[src/design/assert_macros.svh]
// Assertion helpers for the RTL files that check their own logic (used by mdfm_core).
`ifndef ASSERT_MACROS_SVH
`define ASSERT_MACROS_SVH

// Same-cycle implication, disabled while reset is low.
`define ASSERT_IMP(label, clock, reset_n, ante, cons) \
    label: assert property (@(posedge clock) disable iff (!reset_n) (ante) |-> (cons)) \
        else $error("assertion failed");

// Next-cycle implication, disabled while reset is low.
`define ASSERT_NXT(label, clock, reset_n, ante, cons) \
    label: assert property (@(posedge clock) disable iff (!reset_n) (ante) |=> (cons)) \
        else $error("assertion failed");

`endif

[src/design/mdfm_pkg.sv]
`default_nettype none

package mdfm_pkg;

    localparam int APB_AW     = 4;
    localparam int APB_DW     = 32;
    localparam int NOM_W      = 20;

    localparam logic [15:0] DEPTH_ONE  = 16'd32768;
    localparam int          SLEW_COEF  = 66;
    localparam int          SLEW_ROUND = 32768;
    localparam int          MOD_GAIN   = 125;
    localparam logic [19:0] NOM_RESET  = 20'd61440;

    typedef enum logic [1:0] {
        REG_BASE_DEPTH    = 2'd0,
        REG_CV_ATTEN      = 2'd1,
        REG_CV_ENABLED    = 2'd2,
        REG_NOMINAL_DELAY = 2'd3
    } reg_idx_t;

    typedef struct packed {
        logic [15:0]      base_depth;
        logic [15:0]      cv_atten;
        logic             cv_enabled;
        logic [NOM_W-1:0] nominal_delay;
    } cfg_t;

    typedef enum logic [2:0] {
        ST_IDLE,
        ST_TARGET,
        ST_SLEW,
        ST_MODMUL,
        ST_POS,
        ST_WRAP,
        ST_INTERP
    } state_t;

endpackage

`default_nettype wire

[src/design/mdfm_cfg.sv]
`default_nettype none

module mdfm_cfg
    import mdfm_pkg::*;
(
    input  wire logic              clk,
    input  wire logic              rst_n,
    input  wire logic              psel,
    input  wire logic              penable,
    input  wire logic              pwrite,
    input  wire logic [APB_AW-1:0] paddr,
    input  wire logic [APB_DW-1:0] pwdata,
    output logic      [APB_DW-1:0] prdata,
    output logic                   pready,
    output cfg_t                   cfg
);

    cfg_t     cfg_reg;
    cfg_t     cfg_next;
    reg_idx_t reg_sel;
    logic     wr_en;

    assign pready  = 1'b1;
    assign reg_sel = reg_idx_t'(paddr[3:2]);
    assign wr_en   = psel && penable && pwrite && pready;
    assign cfg     = cfg_reg;

    always_comb
    begin
        cfg_next = cfg_reg;
        if (wr_en)
        begin
            case (reg_sel)
                REG_BASE_DEPTH:    cfg_next.base_depth    = pwdata[15:0];
                REG_CV_ATTEN:      cfg_next.cv_atten      = pwdata[15:0];
                REG_CV_ENABLED:    cfg_next.cv_enabled    = pwdata[0];
                REG_NOMINAL_DELAY: cfg_next.nominal_delay = pwdata[NOM_W-1:0];
                default:           cfg_next = cfg_reg;
            endcase
        end
    end

    always_ff @(posedge clk or negedge rst_n)
    begin
        if (!rst_n)
        begin
            cfg_reg.base_depth    <= '0;
            cfg_reg.cv_atten      <= '0;
            cfg_reg.cv_enabled    <= 1'b0;
            cfg_reg.nominal_delay <= NOM_RESET;
        end
        else
        begin
            cfg_reg <= cfg_next;
        end
    end

    always_comb
    begin
        case (reg_sel)
            REG_BASE_DEPTH:    prdata = {16'd0, cfg_reg.base_depth};
            REG_CV_ATTEN:      prdata = {{16{cfg_reg.cv_atten[15]}}, cfg_reg.cv_atten};
            REG_CV_ENABLED:    prdata = {31'd0, cfg_reg.cv_enabled};
            REG_NOMINAL_DELAY: prdata = {{(APB_DW-NOM_W){1'b0}}, cfg_reg.nominal_delay};
            default:           prdata = '0;
        endcase
    end

endmodule

`default_nettype wire

[config.mk]
export PLATFORM = sky130hd
export DESIGN_NAME = mdfm_cfg
export DESIGN_NICKNAME = d
export VERILOG_FILES = /design/src/design/assert_macros.svh /design/src/design/mdfm_pkg.sv /design/src/design/mdfm_cfg.sv
export SDC_FILE = /design/constraint.sdc
export NUM_CORES = 1
export LEC_CHECK = 0
export BUFFER_PORTS_ARGS = -buffer_cell sky130_fd_sc_hd__buf_2
export CAP_MARGIN = 10
export CORE_ASPECT_RATIO = 1.5
export CORE_MARGIN = 5
export CORE_UTILIZATION = 45
export CTS_BUF_LIST = sky130_fd_sc_hd__clkbuf_2
export CTS_CLUSTER_SIZE = 10
export DETAILED_ROUTE_END_ITERATION = 8
export GPL_TIMING_DRIVEN = 0
export PLACE_DENSITY = 0.79
export SETUP_SLACK_MARGIN = 0.2
export SYNTH_ARGS = -nofsm -noshare
export SYNTH_HDL_FRONTEND = slang
export SYNTH_SLANG_ARGS = --single-unit
[constraint.sdc]
create_clock -name clk -period 3.2 [get_ports clk]
set_input_delay 0.48 -clock clk [delete_from_list [all_inputs] [get_ports clk]]
set_output_delay 0.48 -clock clk [all_outputs]
set_load 0.005 [all_outputs]
### Word level (Yosys, flattened, before mapping)

Cells that the tools add are included.

| word-level totals | value |
|---|---|
| flip-flop bits (word level) | 53 |
| input port bits | 41 |
| output and inout bits | 86 |
| word-level logic and storage cells | 15 |

| operators by class | value |
|---|---|
| equality and inequality tests | 3 |
| multiplexer cells | 1 |
| reduce and logical (&&, ||, !) cells | 7 |

Operators with widths:

| kind | count |
|---|---|
| $pmux W32 S4 | 1 |
| $reduce_and A2 Y1 | 4 |
| $eq A2 B2 Y1 const B | 2 |
| $eq A2 B1 Y1 const B | 1 |
| $logic_and A1 B1 Y1 | 2 |
| $logic_not A2 Y1 | 1 |

### Longest topological paths before layout

| logic depth | value |
|---|---|
| word-level depth | 3 |
| gate-level depth with buffers | 6 |
| mapped depth without buffers | 3 |

### Least setup slack after synthesis

No wires, ideal clock.

| timing | value |
|---|---|
| path kind | input-to-output |
| start point | in paddr[2] |
| end point | out prdata[21] |
| arrival time | 1535 ps |
| required time | 2720 ps |
| slack | 1185 ps |
| stages | 4 |
| cell sequence | buf_4 -> clkbuf_1 -> and3b_1 -> buf_4 |

| on the way | value |
|---|---|
| word-level cells in the longest chain between the ends | 2 |
| elaborated cells on any way between the ends | 5 |
| classes of those cells | 3 x eq/ne; 1 x mux; 1 x reduce/logical |

RTL lines:

| what | RTL line | RTL |
|---|---|---|
| start: declaration | mdfm_cfg.sv:11 | `input wire logic [APB_AW-1:0] paddr,` |
| $eq A2 B2 Y1, or another cell as far along | mdfm_cfg.sv:60 | `case (reg_sel)` |
| $pmux W32 S4 * | mdfm_cfg.sv:60 |  |
| end: declaration | mdfm_cfg.sv:13 | `output logic [APB_DW-1:0] prdata,` |

Every way passes the cells marked *; elsewhere a longest branch is shown, timed or not.

### Final worst setup path

Ends and elaborated chain as after synthesis.

==> results.txt <==
Largest net degree at the start of global routing: 54
Routed len/inst: 16.5 microns
GRT Util Overall: 0.180
CTS buffer count: 5
Top cell type's share of synthesized area: 0.484
Starting Density: 0.461
I/O Pins: 127
Die ar.: 7260 sq um
Max stage delay on crit path: 0.51 ns
I/O Buffers: 109
Total Wirelength: 6320 microns
TritonCTS clock tree: yes
Fin. max-slew vios: 0
CTS sink count: 53
Crit. End Element: output pin
Hold Path Class: input port to flop
Layout area overhead: 27.8%
Synth warn: 0
Max Cap Violations: 0
Skew final: 0 ns
Clock Path Buffers: 2
Sum Neg Setup Slack: 0 ns
Final global-route overflow total: 0
Static Leak: 1.67 nW
ANT nets after route: 0
Final setup vio count: 0
Crit Path Class: input port to output pin
Area of the multi-input gates: 1040 sq um
Simple logic cell fraction of the synthesized area: 0.0632
R2R depth: 1
Most frequent CP cell: buf_4
Worst vdd ir: 0.312 mV
CP max FO: 12
Mapped Area: 2530 sq um
Largest family of logic cells by synthesized area: multiplexers
Hold Path Depth: 2
Post-synthesis sequential area ratio: 0.525
Largest area contributor in the netlist: dfrtp_1
Detailed Route Iter0 Violations: 50
Rows: 33
Post-synthesis mux area share: 0.304
WHS: 0.261 ns
Drt pass-1 iters: 4
Post-synthesis compound-gate area fraction: 0.0415
Mean Syn Cell Area: 13.1 sq um
CP cell instances: buf_4 > clkbuf_1 > and3b_1 > buf_4 > buf_2
Worst EP arrival: 1.89 ns
Synth area leaders: dfrtp_1 (48%), mux2_2 (24%), mux2i_1 (5.9%)
Detail Placement HPWL: 4750 microns
DIE WIDTH: 71.3 microns
Slew @ Worst Pin: 0.646 ns
Post-layout min period: 2.37 ns
Library cells used by synthesis: 22
Root buffer cell: clkbuf_2
# nets final: 353
Final Hold Vio Count: 0
Status: complete, no violations
Layout cell share with drive strength beyond 1: 0.636
Drt drc: 0
Pwr/cell area: 544 nW/um^2
GPL Wtd Cong: 0.748
Chip Height: 102 microns
Gate Count Post-Synth: 194
H-tree Lvls: 2
Number of global-route vias before repair: 1970
Syn_nets: 235
Worst path slowest cell: clkbuf_1
Vias/cell: 5.01
First-pass GRT wire length: 10100 microns
Initial antenna violation count: 0
Synthesized flop and latch total: 53
Final period util: 0.740
Antenna diodes: 0
Post-synthesis xor/xnor area fraction: 0
Clock transition at path regs: 0.26 ns
Worst EP required: 2.72 ns
Largest register FFs: 53
Adder-cell share of the synthesized area: 0
Peak Freq: 0.422 GHz
Post-CTS Setup Bufs: 0
Clk Latency, worst-skew pair: 0.42 ns
Reg area: 1330 sq um
Max-slew headroom: 0.569
CP startpoint kind: input port
Unrepaired setup endpoints after global routing: no
Core Box Area: 5490 sq um
Filler cells: 487
Routed via count: 1919
==> critical path: cells and delay by family <==
family        cells  cell delay (ns)
buf+inv           4             0.92
simple gates      1             0.48
==> cell families (layout without fill, tap and decap cells) <==
family / Yosys count / count (layout)
compound gates: 19 / 19
simple gates: 28 / 28
mux: 69 / 69
flops: 53 / 53
other cells: 1 / 1
buf+inv: 24 / 143
==> cells in the mapped netlist (all sizes together) <==
master  number
nor2         1
dfstp        4
clkbuf       4
dfrtp       49
nand3        1
and2         1
mux4         1
o21ai       15
mux2        53
buf         20
and3b        1
conb         1
nor3b        2
mux2i       15
nor3         1
nand2       20
a21boi       4
nand2b       1
==> cell usage in the layout (no fill, tap or decap), drive strengths merged <==
master / synthesis / routed
nor2: 1 / 1
nand2: 20 / 20
mux4: 1 / 1
dlygate4sd3: 0 / 1
and2: 1 / 1
nand2b: 1 / 1
mux2i: 15 / 15
dfstp: 4 / 4
buf: 20 / 130
and3b: 1 / 1
nor3: 1 / 1
a21boi: 4 / 4
dfrtp: 49 / 49
clkinv: 0 / 2
nand3: 1 / 1
mux2: 53 / 53
o21ai: 15 / 15
nor3b: 2 / 2
clkbuf: 4 / 10
conb: 1 / 1
==> metal layers <==
layer	up-vias	global-route usage	wire [microns]
li1	900	-	-
met1	932	0.195	2220
met2	78	0.332	3510
met3	9	0.0413	456
met4	0	0.0738	136
met5	-	0	0
==> final timing paths <==
kind | endpoint | from | slack [ns]
worst min register to register | cfg[43]$_DFFE_PN0P_ | cfg[43]$_DFFE_PN0P_ | 0.56
min in group asynchronous | cfg[24]$_DFFE_PN0P_ | rst_n | 0.47
worst min-delay path | cfg[17]$_DFFE_PN0P_ | pwdata[17] | 0.26
worst max-delay path | prdata[21] | paddr[2] | 0.83
max in group asynchronous | cfg[12]$_DFFE_PN1P_ | rst_n | 2.12
worst max register to register | cfg[36]$_DFFE_PN0P_ | cfg[36]$_DFFE_PN0P_ | 2.39
==> layout make-up <==
class,instances,share of cell area
multi-input cells,117,0.321
well taps,70,0.0271
clock inverters,2,0.00309
plain buffers,24,0.0506
flip-flops and latches,53,0.411
clock buffers,6,0.00928
repair buffers,111,0.178
==> report_power, final <==
group	switching, W	internal [W]	total (W)
sequential	0.000114	0.000833	0.000947
combinational	0.000229	0.000325	0.000554
clock	0.000204	0.0000550	0.000259
total	0.000547	0.00121	0.00176
==> per-stage QoR <==
| step | util | std cells | power, W | setup WS [ns] | cell area (sq um) |
|---|---|---|---|---|---|
| after floorplan | - | 194 | 0.00121 | 1.18 | 2530 |
| after global placement | 0.577 | 373 | 0.00150 | 0.847 | 3170 |
| after detailed placement | 0.577 | 373 | 0.00153 | 0.793 | 3170 |
| after CTS | 0.584 | 381 | 0.00178 | 0.786 | 3210 |
| after global routing | 0.589 | 383 | 0.00189 | 0.685 | 3240 |
| final | 0.589 | 383 | 0.00176 | 0.832 | 3240 |
==> repair_timing <==
action,4_1_cts,5_1_grt
resized for setup,0,0
hold buffers,0,1
endpoints found under the hold margin,0,14
Power figures use the tool's default switching activity.
