$ cat src/design/assert_macros.svh
// Assertion helpers for the RTL files that check their own logic (used by mdfm_core).
`ifndef ASSERT_MACROS_SVH
`define ASSERT_MACROS_SVH

// Same-cycle implication, disabled while reset is low.
`define ASSERT_IMP(label, clock, reset_n, ante, cons) \
    label: assert property (@(posedge clock) disable iff (!reset_n) (ante) |-> (cons)) \
        else $error("assertion failed");

// Next-cycle implication, disabled while reset is low.
`define ASSERT_NXT(label, clock, reset_n, ante, cons) \
    label: assert property (@(posedge clock) disable iff (!reset_n) (ante) |=> (cons)) \
        else $error("assertion failed");

`endif

$ cat src/design/mdfm_pkg.sv
`default_nettype none

package mdfm_pkg;

    localparam int APB_AW     = 4;
    localparam int APB_DW     = 32;
    localparam int NOM_W      = 20;

    localparam logic [15:0] DEPTH_ONE  = 16'd32768;
    localparam int          SLEW_COEF  = 66;
    localparam int          SLEW_ROUND = 32768;
    localparam int          MOD_GAIN   = 125;
    localparam logic [19:0] NOM_RESET  = 20'd61440;

    typedef enum logic [1:0] {
        REG_BASE_DEPTH    = 2'd0,
        REG_CV_ATTEN      = 2'd1,
        REG_CV_ENABLED    = 2'd2,
        REG_NOMINAL_DELAY = 2'd3
    } reg_idx_t;

    typedef struct packed {
        logic [15:0]      base_depth;
        logic [15:0]      cv_atten;
        logic             cv_enabled;
        logic [NOM_W-1:0] nominal_delay;
    } cfg_t;

    typedef enum logic [2:0] {
        ST_IDLE,
        ST_TARGET,
        ST_SLEW,
        ST_MODMUL,
        ST_POS,
        ST_WRAP,
        ST_INTERP
    } state_t;

endpackage

`default_nettype wire

$ cat src/design/mdfm_core.sv
`default_nettype none
`include "assert_macros.svh"

module mdfm_core
    import mdfm_pkg::*;
#(
    parameter int BUFFER_DEPTH = 4096,
    parameter int CHANNELS     = 16,
    parameter int SAMPLE_BITS  = 16,
    localparam int MEM_AW      = $clog2(CHANNELS * BUFFER_DEPTH),
    localparam int CH_AW       = (CHANNELS > 1) ? $clog2(CHANNELS) : 1
)(
    input  wire logic                          clk,
    input  wire logic                          rst_n,
    input  wire cfg_t                          cfg,
    input  wire logic                          clearing,
    input  wire logic              [CH_AW-1:0] clr_ch,
    input  wire logic                          s_valid,
    output logic                               s_ready,
    input  wire logic                    [3:0] s_channel,
    input  wire logic signed [SAMPLE_BITS-1:0] s_carrier,
    input  wire logic signed [SAMPLE_BITS-1:0] s_mod,
    input  wire logic signed [SAMPLE_BITS-1:0] s_cv,
    input  wire logic                          s_last,
    output logic                               m_valid,
    input  wire logic                          m_ready,
    output logic                         [3:0] m_channel,
    output logic signed      [SAMPLE_BITS-1:0] m_sample,
    output logic                               m_last,
    output logic                               ram_we,
    output logic                  [MEM_AW-1:0] ram_waddr,
    output logic signed      [SAMPLE_BITS-1:0] ram_wdata,
    output logic                               ram_re,
    output logic                  [MEM_AW-1:0] ram_raddr_a,
    output logic                  [MEM_AW-1:0] ram_raddr_b,
    input  wire logic signed [SAMPLE_BITS-1:0] ram_rdata_a,
    input  wire logic signed [SAMPLE_BITS-1:0] ram_rdata_b
);

    localparam int SB    = SAMPLE_BITS;
    localparam int AW    = $clog2(BUFFER_DEPTH);
    localparam int POS_W = ((AW + 8 > NOM_W) ? AW + 8 : NOM_W) + 2;
    localparam int SPAN  = BUFFER_DEPTH * 256;

    state_t state_reg;
    state_t state_next;

    logic                  [3:0] ch_reg;
    logic signed        [SB-1:0] carrier_reg;
    logic signed        [SB-1:0] mod_reg;
    logic                        last_reg;
    logic signed       [SB+15:0] cv_prod_reg;
    logic                 [15:0] depth_rd_reg;
    logic                 [15:0] target_reg;
    logic                 [15:0] target_next;
    logic                 [15:0] depth_new_reg;
    logic                 [15:0] depth_new_next;
    logic signed       [SB+16:0] mod_prod_reg;
    logic signed       [SB+16:0] mod_prod_next;
    logic signed     [POS_W-1:0] pos_reg;
    logic signed     [POS_W-1:0] pos_next;
    logic                  [7:0] frac_reg;
    logic               [AW-1:0] wp_reg;
    logic               [AW-1:0] wp_next;
    logic                        m_valid_reg;
    logic                        m_valid_next;
    logic                  [3:0] m_channel_reg;
    logic signed        [SB-1:0] m_sample_reg;
    logic signed        [SB-1:0] m_sample_next;
    logic                        m_last_reg;

    logic [15:0] depth_mem [CHANNELS];

    logic                  accept;
    logic                  ch_ok;
    logic      [CH_AW-1:0] ch_idx;
    logic                  depth_we;
    logic                  out_load;
    logic                  wrap_done;
    logic                  w_neg;
    logic                  w_over;
    logic         [AW-1:0] rd_i0;
    logic         [AW-1:0] rd_i1;
    logic     [MEM_AW-1:0] ch_base;
    logic signed [POS_W-1:0] pos_calc;

    assign accept  = s_valid && s_ready;
    assign s_ready = (state_reg == ST_IDLE) && !clearing;
    assign ch_ok   = ({1'b0, ch_reg} < 5'(CHANNELS));
    assign ch_idx  = ch_reg[CH_AW-1:0];
    assign ch_base = MEM_AW'(ch_reg) * MEM_AW'(BUFFER_DEPTH);

    assign m_valid   = m_valid_reg;
    assign m_channel = m_channel_reg;
    assign m_sample  = m_sample_reg;
    assign m_last    = m_last_reg;

    // target depth: knob plus scaled CV when enabled, clamped to 0..1
    always_comb
    begin
        logic signed [SB+15:0] cv_shift;
        logic signed [18:0]    cv_term;
        logic signed [19:0]    target_sum;
        cv_shift   = cv_prod_reg >>> (SB - 2);
        cv_term    = cv_shift[18:0];
        target_sum = signed'({4'd0, cfg.base_depth});
        if (cfg.cv_enabled)
        begin
            target_sum = target_sum + signed'({cv_term[18], cv_term});
        end
        if (target_sum < 20'sd0)
        begin
            target_next = '0;
        end
        else if (target_sum > signed'({4'd0, DEPTH_ONE}))
        begin
            target_next = DEPTH_ONE;
        end
        else
        begin
            target_next = target_sum[15:0];
        end
    end

    // one-pole slew toward the target
    always_comb
    begin
        logic signed [17:0] sl_diff;
        logic signed [24:0] sl_scaled;
        logic signed [24:0] sl_shift;
        logic signed [17:0] sl_sum;
        sl_diff   = signed'({2'd0, target_reg}) - signed'({2'd0, depth_rd_reg});
        sl_scaled = signed'({{7{sl_diff[17]}}, sl_diff}) * signed'(25'(SLEW_COEF))
                  + signed'(25'(SLEW_ROUND));
        sl_shift  = sl_scaled >>> 16;
        sl_sum    = signed'({2'd0, depth_rd_reg}) + sl_shift[17:0];
        if (sl_sum < 18'sd0)
        begin
            depth_new_next = '0;
        end
        else if (sl_sum > signed'({2'd0, DEPTH_ONE}))
        begin
            depth_new_next = DEPTH_ONE;
        end
        else
        begin
            depth_new_next = sl_sum[15:0];
        end
    end

    assign mod_prod_next = mod_reg * signed'({1'b0, depth_new_reg});

    // read position before wrapping
    always_comb
    begin
        logic signed [SB+24:0] off_full;
        logic signed [SB+24:0] off_shift;
        off_full  = mod_prod_reg * signed'(8'(MOD_GAIN));
        off_shift = off_full >>> (SB + 4);
        pos_calc  = signed'(POS_W'({wp_reg, 8'd0}))
                  - signed'(POS_W'(cfg.nominal_delay))
                  + signed'(off_shift[POS_W-1:0]);
    end

    assign w_neg     = pos_reg[POS_W-1];
    assign w_over    = !w_neg && (pos_reg >= signed'(POS_W'(SPAN)));
    assign wrap_done = !w_neg && !w_over;
    assign rd_i0     = pos_reg[AW+7:8];
    assign rd_i1     = (rd_i0 == AW'(BUFFER_DEPTH - 1)) ? '0 : rd_i0 + 1'b1;

    always_comb
    begin
        case (state_reg)
            ST_POS:  pos_next = pos_calc;
            ST_WRAP:
            begin
                if (w_neg)
                begin
                    pos_next = pos_reg + signed'(POS_W'(SPAN));
                end
                else if (w_over)
                begin
                    pos_next = pos_reg - signed'(POS_W'(SPAN));
                end
                else
                begin
                    pos_next = pos_reg;
                end
            end
            default: pos_next = pos_reg;
        endcase
    end

    // linear interpolation between the two neighbors
    always_comb
    begin
        logic signed [SB:0]   ip_diff;
        logic signed [SB+9:0] ip_prod;
        logic signed [SB+9:0] ip_sum;
        ip_diff = signed'({ram_rdata_b[SB-1], ram_rdata_b})
                - signed'({ram_rdata_a[SB-1], ram_rdata_a});
        ip_prod = signed'({1'b0, frac_reg}) * ip_diff;
        ip_sum  = signed'({{10{ram_rdata_a[SB-1]}}, ram_rdata_a}) + (ip_prod >>> 8);
        m_sample_next = ch_ok ? ip_sum[SB-1:0] : '0;
    end

    // sequencer
    always_comb
    begin
        state_next = state_reg;
        ram_we     = 1'b0;
        ram_re     = 1'b0;
        depth_we   = 1'b0;
        out_load   = 1'b0;
        case (state_reg)
            ST_IDLE:
            begin
                if (accept)
                begin
                    state_next = ST_TARGET;
                end
            end
            ST_TARGET:
            begin
                ram_we     = ch_ok;
                state_next = ST_SLEW;
            end
            ST_SLEW:
            begin
                depth_we   = ch_ok;
                state_next = ST_MODMUL;
            end
            ST_MODMUL:
            begin
                state_next = ST_POS;
            end
            ST_POS:
            begin
                state_next = ST_WRAP;
            end
            ST_WRAP:
            begin
                if (wrap_done)
                begin
                    ram_re     = ch_ok;
                    state_next = ST_INTERP;
                end
            end
            ST_INTERP:
            begin
                if (!m_valid_reg || m_ready)
                begin
                    out_load   = 1'b1;
                    state_next = ST_IDLE;
                end
            end
            default:
            begin
                state_next = ST_IDLE;
            end
        endcase
    end

    assign ram_waddr   = ch_base + MEM_AW'(wp_reg);
    assign ram_wdata   = carrier_reg;
    assign ram_raddr_a = ch_base + MEM_AW'(rd_i0);
    assign ram_raddr_b = ch_base + MEM_AW'(rd_i1);

    always_comb
    begin
        wp_next = wp_reg;
        if (out_load && last_reg)
        begin
            wp_next = (wp_reg == AW'(BUFFER_DEPTH - 1)) ? '0 : wp_reg + 1'b1;
        end
        if (out_load)
        begin
            m_valid_next = 1'b1;
        end
        else if (m_ready)
        begin
            m_valid_next = 1'b0;
        end
        else
        begin
            m_valid_next = m_valid_reg;
        end
    end

    always_ff @(posedge clk or negedge rst_n)
    begin
        if (!rst_n)
        begin
            state_reg   <= ST_IDLE;
            wp_reg      <= '0;
            m_valid_reg <= 1'b0;
        end
        else
        begin
            state_reg   <= state_next;
            wp_reg      <= wp_next;
            m_valid_reg <= m_valid_next;
        end
    end

    always_ff @(posedge clk)
    begin
        if (accept)
        begin
            ch_reg      <= s_channel;
            carrier_reg <= s_carrier;
            mod_reg     <= s_mod;
            last_reg    <= s_last;
            cv_prod_reg <= s_cv * signed'(cfg.cv_atten);
        end
        if (state_reg == ST_TARGET)
        begin
            target_reg <= target_next;
        end
        if (state_reg == ST_SLEW)
        begin
            depth_new_reg <= depth_new_next;
        end
        if (state_reg == ST_MODMUL)
        begin
            mod_prod_reg <= mod_prod_next;
        end
        pos_reg <= pos_next;
        if (state_reg == ST_WRAP && wrap_done)
        begin
            frac_reg <= pos_reg[7:0];
        end
        if (out_load)
        begin
            m_channel_reg <= ch_reg;
            m_sample_reg  <= m_sample_next;
            m_last_reg    <= last_reg;
        end
    end

    // per-channel smoothed depth; read at accept, written back after the slew
    always_ff @(posedge clk)
    begin
        if (clearing && ({1'b0, clr_ch} < (CH_AW + 1)'(CHANNELS)))
        begin
            depth_mem[clr_ch] <= '0;
        end
        else if (depth_we)
        begin
            depth_mem[ch_idx] <= depth_new_next;
        end
        if (accept)
        begin
            depth_rd_reg <= depth_mem[s_channel[CH_AW-1:0]];
        end
    end

    `ASSERT_NXT(a_accept_starts, clk, rst_n, accept, state_reg == ST_TARGET)
    `ASSERT_IMP(a_no_accept_clear, clk, rst_n, clearing, !s_ready)
    `ASSERT_IMP(a_depth_range, clk, rst_n, state_reg == ST_SLEW, depth_new_next <= DEPTH_ONE)
    `ASSERT_IMP(a_read_in_ring, clk, rst_n, ram_re, (AW + 1)'(rd_i0) < (AW + 1)'(BUFFER_DEPTH))

endmodule

`default_nettype wire

$ cat config.mk
export PLATFORM = sky130hd
export DESIGN_NAME = mdfm_core
export DESIGN_NICKNAME = d
export VERILOG_FILES = /design/src/design/mdfm_pkg.sv /design/src/design/mdfm_core.sv
export VERILOG_INCLUDE_DIRS = /design/src /design/src/design
export SDC_FILE = /design/constraint.sdc
export NUM_CORES = 2
export LEC_CHECK = 0
export ABC_AREA = 1
export BUFFER_PORTS_ARGS = -buffer_cell sky130_fd_sc_hd__buf_2
export CAP_MARGIN = 10
export CORE_ASPECT_RATIO = 1.4
export CORE_MARGIN = 10
export CORE_UTILIZATION = 58
export DETAILED_ROUTE_END_ITERATION = 10
export PLACE_DENSITY = 0.85
export SYNTH_ARGS = -nofsm -noshare
export SYNTH_HDL_FRONTEND = slang
export SYNTH_SLANG_ARGS = --single-unit
$ cat constraint.sdc
create_clock -name clk -period 16.3 [get_ports clk]
set_input_delay 2.445 -clock clk [delete_from_list [all_inputs] [get_ports clk]]
set_output_delay 2.445 -clock clk [all_outputs]
set_load 0.005 [all_outputs]
After elaboration in Yosys (flattened, before gate mapping)
Memory sizes are Yosys's and may differ from the RTL's. A register that Yosys moved wholly into a read port is not among the register bits.
Cells that the tools add are included.
Word-level totals
  bits of input ports: 147
  output and inout port bits: 89
  logic and storage cells: 103
  bits in registers: 201
  memories: 1
  ROM bits: 0
  memory bits (writable): 256
  latch bits: 0
Memories
  depth_mem: words 16, bits a word 16, rd ports 1, clocked after Yosys merged registers in 1, wr ports 1, RTL line mdfm_core.sv:72  | logic [15:0] depth_mem [CHANNELS];
Operators by class
  add/subtract/negate cells: 15
  shift operators: 0
  reductions and logical operators: 18
  equal/unequal tests: 12
  bitwise logic cells: 0
  order comparisons: 5
  div/mod/pow operators: 0
  mux-type cells: 29
  $mul: 5
Operators with widths (number)
  $mux W16: 4
  $add A16 B12 Y16: 3
  $mux W22: 2
  $pmux W22 S2: 1
  $mul A33 B8 Y41 const B: 1
  $sub A16 B16 Y17: 2
  $mul A16 B17 Y33: 1
  $mul A16 B16 Y32: 1
  $add A25 B17 Y25 const B: 1
  $add A12 B1 Y12 const B: 2
  $eq A12 B12 Y1 const B: 2
  $mul A17 B7 Y24 const B: 1
  $mul A9 B17 Y24: 1
  $mux W12: 2
  $add A21 B21 Y22: 1
  $add A22 B22 Y22 const B: 1
  $ge A22 B22 Y1 const B: 1
  $sub A22 B22 Y22 const B: 1
  $pmux W3 S7: 1
  $sub A20 B20 Y21: 1
  $gt A20 B17 Y1 const B: 1
  $lt A20 B1 Y1 const B: 1
  $mux W20: 1
  $add A17 B18 Y19: 1
  21 further kinds: 50

Logic depth before layout (Yosys ltp)
  word-level depth: 8
  mapped depth: 45
  mapped depth without buffers: 45

Worst setup path before layout
OpenSTA, ideal clock, no wires.
  path kind: input port to flip-flop
  start: input ram_rdata_b[0]
  end: register m_sample_reg[15], in the netlist m_sample[15], data pin
  stages on the path: 40
  required time: 16032 ps
  arrival: 9110 ps
  path slack: 6922 ps
  buffers on the path: 0
  path through: inv_1 > ha_1 > inv_1 > fa_1 > nand2_1 > nand2_1 > a21oi_1 > o21ai_1 > a21oi_1 > o21ai_2 > nand2_1 > nand2_1 > xor2_1 > nand2_1 > fa_1 > inv_1 > fa_1 > inv_1 > (+4 left out) > nand2_1 > inv_1 > nand3_1 > o221ai_1 > a21oi_1 > o21ai_1 > nand3_1 > nand2_1 > a21o_1 > nand3_1 > nand2_1 > xor2_1 > inv_1 > ha_1 > nand4_1 > inv_1 > a221oi_1 > xnor3_1
Between the ends
  word-level cells in the longest chain between the ends: 3
RTL lines
  start, declared: RTL line mdfm_core.sv:37  | input wire logic signed [SAMPLE_BITS-1:0] ram_rdata_b
  $sub A16 B16 Y17: RTL line mdfm_core.sv:201  | - signed'({ram_rdata_a[SB-1], ram_rdata_a});
  $mul A9 B17 Y24: RTL line mdfm_core.sv:202  | ip_prod = signed'({1'b0, frac_reg}) * ip_diff;
  $add A16 B16 Y16: RTL line mdfm_core.sv:203  | ip_sum = signed'({{10{ram_rdata_a[SB-1]}}, ram_rdata_a}) + (ip_prod >>> 8);
  net m_sample_next[15]: RTL line mdfm_core.sv:69  | logic signed [SB-1:0] m_sample_next;
  end signal, assigned: RTL line mdfm_core.sv:336  | m_sample_reg <= m_sample_next;
  end, declared: RTL line mdfm_core.sv:68  | logic signed [SB-1:0] m_sample_reg;
The timed path passes the listed nets, and every way through them passes these cells.
A chain may end at the register's enable or synchronous reset.

Worst setup path after layout
  start: input ram_rdata_b[0]
  end: register m_sample_reg[14], in the netlist m_sample[14], data pin
Same word-level chain as after synthesis.

==> metrics <==
CP max stage delay=roughly 0.57 ns; Hold Buf Count CTS=0; ANT cells=0; Synth area leaders=fa_1 26%, edfxtp_1 25%, ha_1 12%; async set-reset flop share out of synthesis=0.0349; Nets=7135; Synth top area share=0.263; Synth Cell Area=~53000 um2; overall routing resource usage=0.254; Final period util=0.596; reg-to-reg slack, setup=7.77 ns; Setup TNS=0 ns; Syn Nets=7007; reg-to-reg startpoint=depth_rd_reg[0]; fin util=0.625; PnR worst setup slack=6.59 ns; Core Box Area=around 90000 um2; Top Ports=236; layout cells sized above 1=0.0757; status=complete, no violations; crit path time final=9.71 ns; initial antenna violation count=5; WHS Endpoint=frac_reg[6]; critical path class=in2reg; Initial DRC Count=~2500; CP max-delay cell=fa_1; Max clock buf depth=3; # DRC=0; RSZ-0062 raised after global routing=no; Clock Sinks=459; Worst Reg-to-Reg Cells=37; clock latency on the worst-skew pair=0.65 ns; chip width=~270 um; CP endpoint kind=flip-flop; max reg flops=approximately 260; most used cells in the layout excluding fill and tap cells=1270 x inv_1, 976 x nand2_1, 690 x fa_1, 497 x ha_1, 443 x edfxtp_1; CTS tree=built; height of the die=376 um; cts repair resizes=0; CTS H-tree lvls=2; Place WS=5.98 ns; leading cell type in the layout, fill and taps excluded=inv_1; FMAX=103 MHz; GRT overflow=0; Least-Margin Pin Slew=1.17 ns; area of placed instances=between 50000 and 60000 um2; Cell Rows=130; Post-Route WL=~130000 um; remaining antenna violation count=0; most frequent CP cell=a21oi_1; Yosys warnings=0; final hold vios=0; crit-path leading delay family=adder cells; Final setup viols=0; clk root buf=clkbuf_16; IO buf count=235; sequential-to-total area share from yosys stat=0.261; largest net degree at the start of global routing=112; max-slew violation total from the final report=0; Post-CTS Setup Inserts=0; first-pass GRT wire length=210000 um; CTS buffer count=43; Vias per Instance=5.61; area grow syn2layout=6.81%; Post-Syn Instances=5673; Hold/Removal Path Class=reg2reg; Initial Util=0.585; vias=a little under 40000; Distinct cells, synth=64; Design Area, Final=56100 um2; Crit path buffers/inverters=6; WL per Instance=between 15 and 20 um; Hold Crit Start=pos_reg[6]; Slew HR=0.221; Max FO, Critical Path=4; Pre-Repair DR Iteration Count=5; Post-synth top flop=edfxtp_1; number of global-route vias before repair=42500; Worst Hold Depth=0; syn avg cell area=9.26 um2; dpl hpwl=between 100000 and 150000 um; Max Cap Viol=0; reg-to-reg endpoint=depth_mem[6][1]; number of enable flip-flop cells after synthesis=~440; flops & latches, synth=around 460; startpoint types=input pin; CP required=16.68 ns; Arr. time, crit path=about 10 ns; clock skew=approximately 0.045 ns; cell taking the most area after synthesis=fa_1; die area=103000 um2; Routability Congestion=a little under 1; CTS clk-pin slew, worst paths=0.08 ns
[routing by layer]
metal / share of wire / vias up / track usage
met5: 0.00042 / - / 0
met4: 0.055 / 8 / 0.135
met1: 0.35 / 19400 / 0.270
li1: - / 18100 / -
met3: 0.056 / 436 / 0.0342
met2: 0.54 / 1407 / 0.477
[area by class of cell]
| type | count | area, um2 |
|---|---|---|
| repair buffers | 268 | 1430 |
| clock buffers | 58 | 1150 |
| clock inverters | 22 | 312 |
| inverters | 1279 | 4800 |
| fillers | 7122 | 33700 |
| well taps | 1188 | 1490 |
| multi-input cells | 3750 | 33200 |
| flip-flops and latches | 459 | 13700 |
[per-stage QoR]
step / instances / hold slack (ns)
after floorplan: 5673 / 0.400
after global placement: 6944 / 0.401
after detailed placement: 6944 / 0.409
after CTS: 7024 / 0.424
after global routing: 7024 / 0.430
final: 7024 / 0.424
[worst reg2reg max path: cells and delay by family, from the launching register on]
kind	cells	cell delay, ns
simple gates	18	3.69
flops	1	0.43
compound gates	6	1.39
buf+inv	4	0.26
xor+xnor	3	0.54
fa+ha+maj	6	1.84
[worst max-delay path by stage]
| stage | start | to | cells after the start |
|---|---|---|---|
| 3_5_place_dp | ram_rdata_b[0] | m_sample[14] | 41 |
| 4_1_cts | ram_rdata_b[0] | m_sample[14] | 41 |
| 3_3_place_gp | ram_rdata_b[0] | m_sample[14] | 41 |
| 5_1_grt | ram_rdata_b[0] | m_sample[14] | 41 |
| 6_report | ram_rdata_b[0] | m_sample[14] | 41 |
| 2_1_floorplan | ram_rdata_b[0] | m_sample[15] | 40 |
[synth_stat cells, types with 6 or more instances]
library cell  number
a211oi_1           8
a21boi_0           6
a21o_1            18
a21oi_1          326
a31oi_1           16
buf_1             18
buf_4             20
clkbuf_1         138
dfrtp_1           16
edfxtp_1         443
fa_1             690
ha_1             497
inv_1           1270
mux2i_1           68
nand2_1          976
nand2_2           16
nand3_1          127
nand3_2           12
nand3b_1           9
nand4_1           29
nor2_1           292
nor3_1            42
nor3_2            15
nor4_1             7
o211ai_1          75
o21a_1            10
o21ai_0          196
o21ai_1            9
o21bai_1          15
or2_2             40
xnor2_1           66
xor2_1           138
[cell families (layout without fill, tap and decap cells)]
logic type | Yosys count | after routing | synth area share
adders and majority gates | 1187 | 1187 | 0.381
muxes | 68 | 68 | 0.0130
DFF | 459 | 459 | 0.261
and+or+nand+nor | 1587 | 1587 | 0.128
buffers and inverters | 1464 | 1627 | 0.107
xor gates and xnor gates | 205 | 205 | 0.0344
AOI/OAI and AO/OA | 703 | 703 | 0.0754
Power is left out: the tool's default activity adds up to more than one toggle a clock period on the data nets, which glitch-free logic cannot reach.
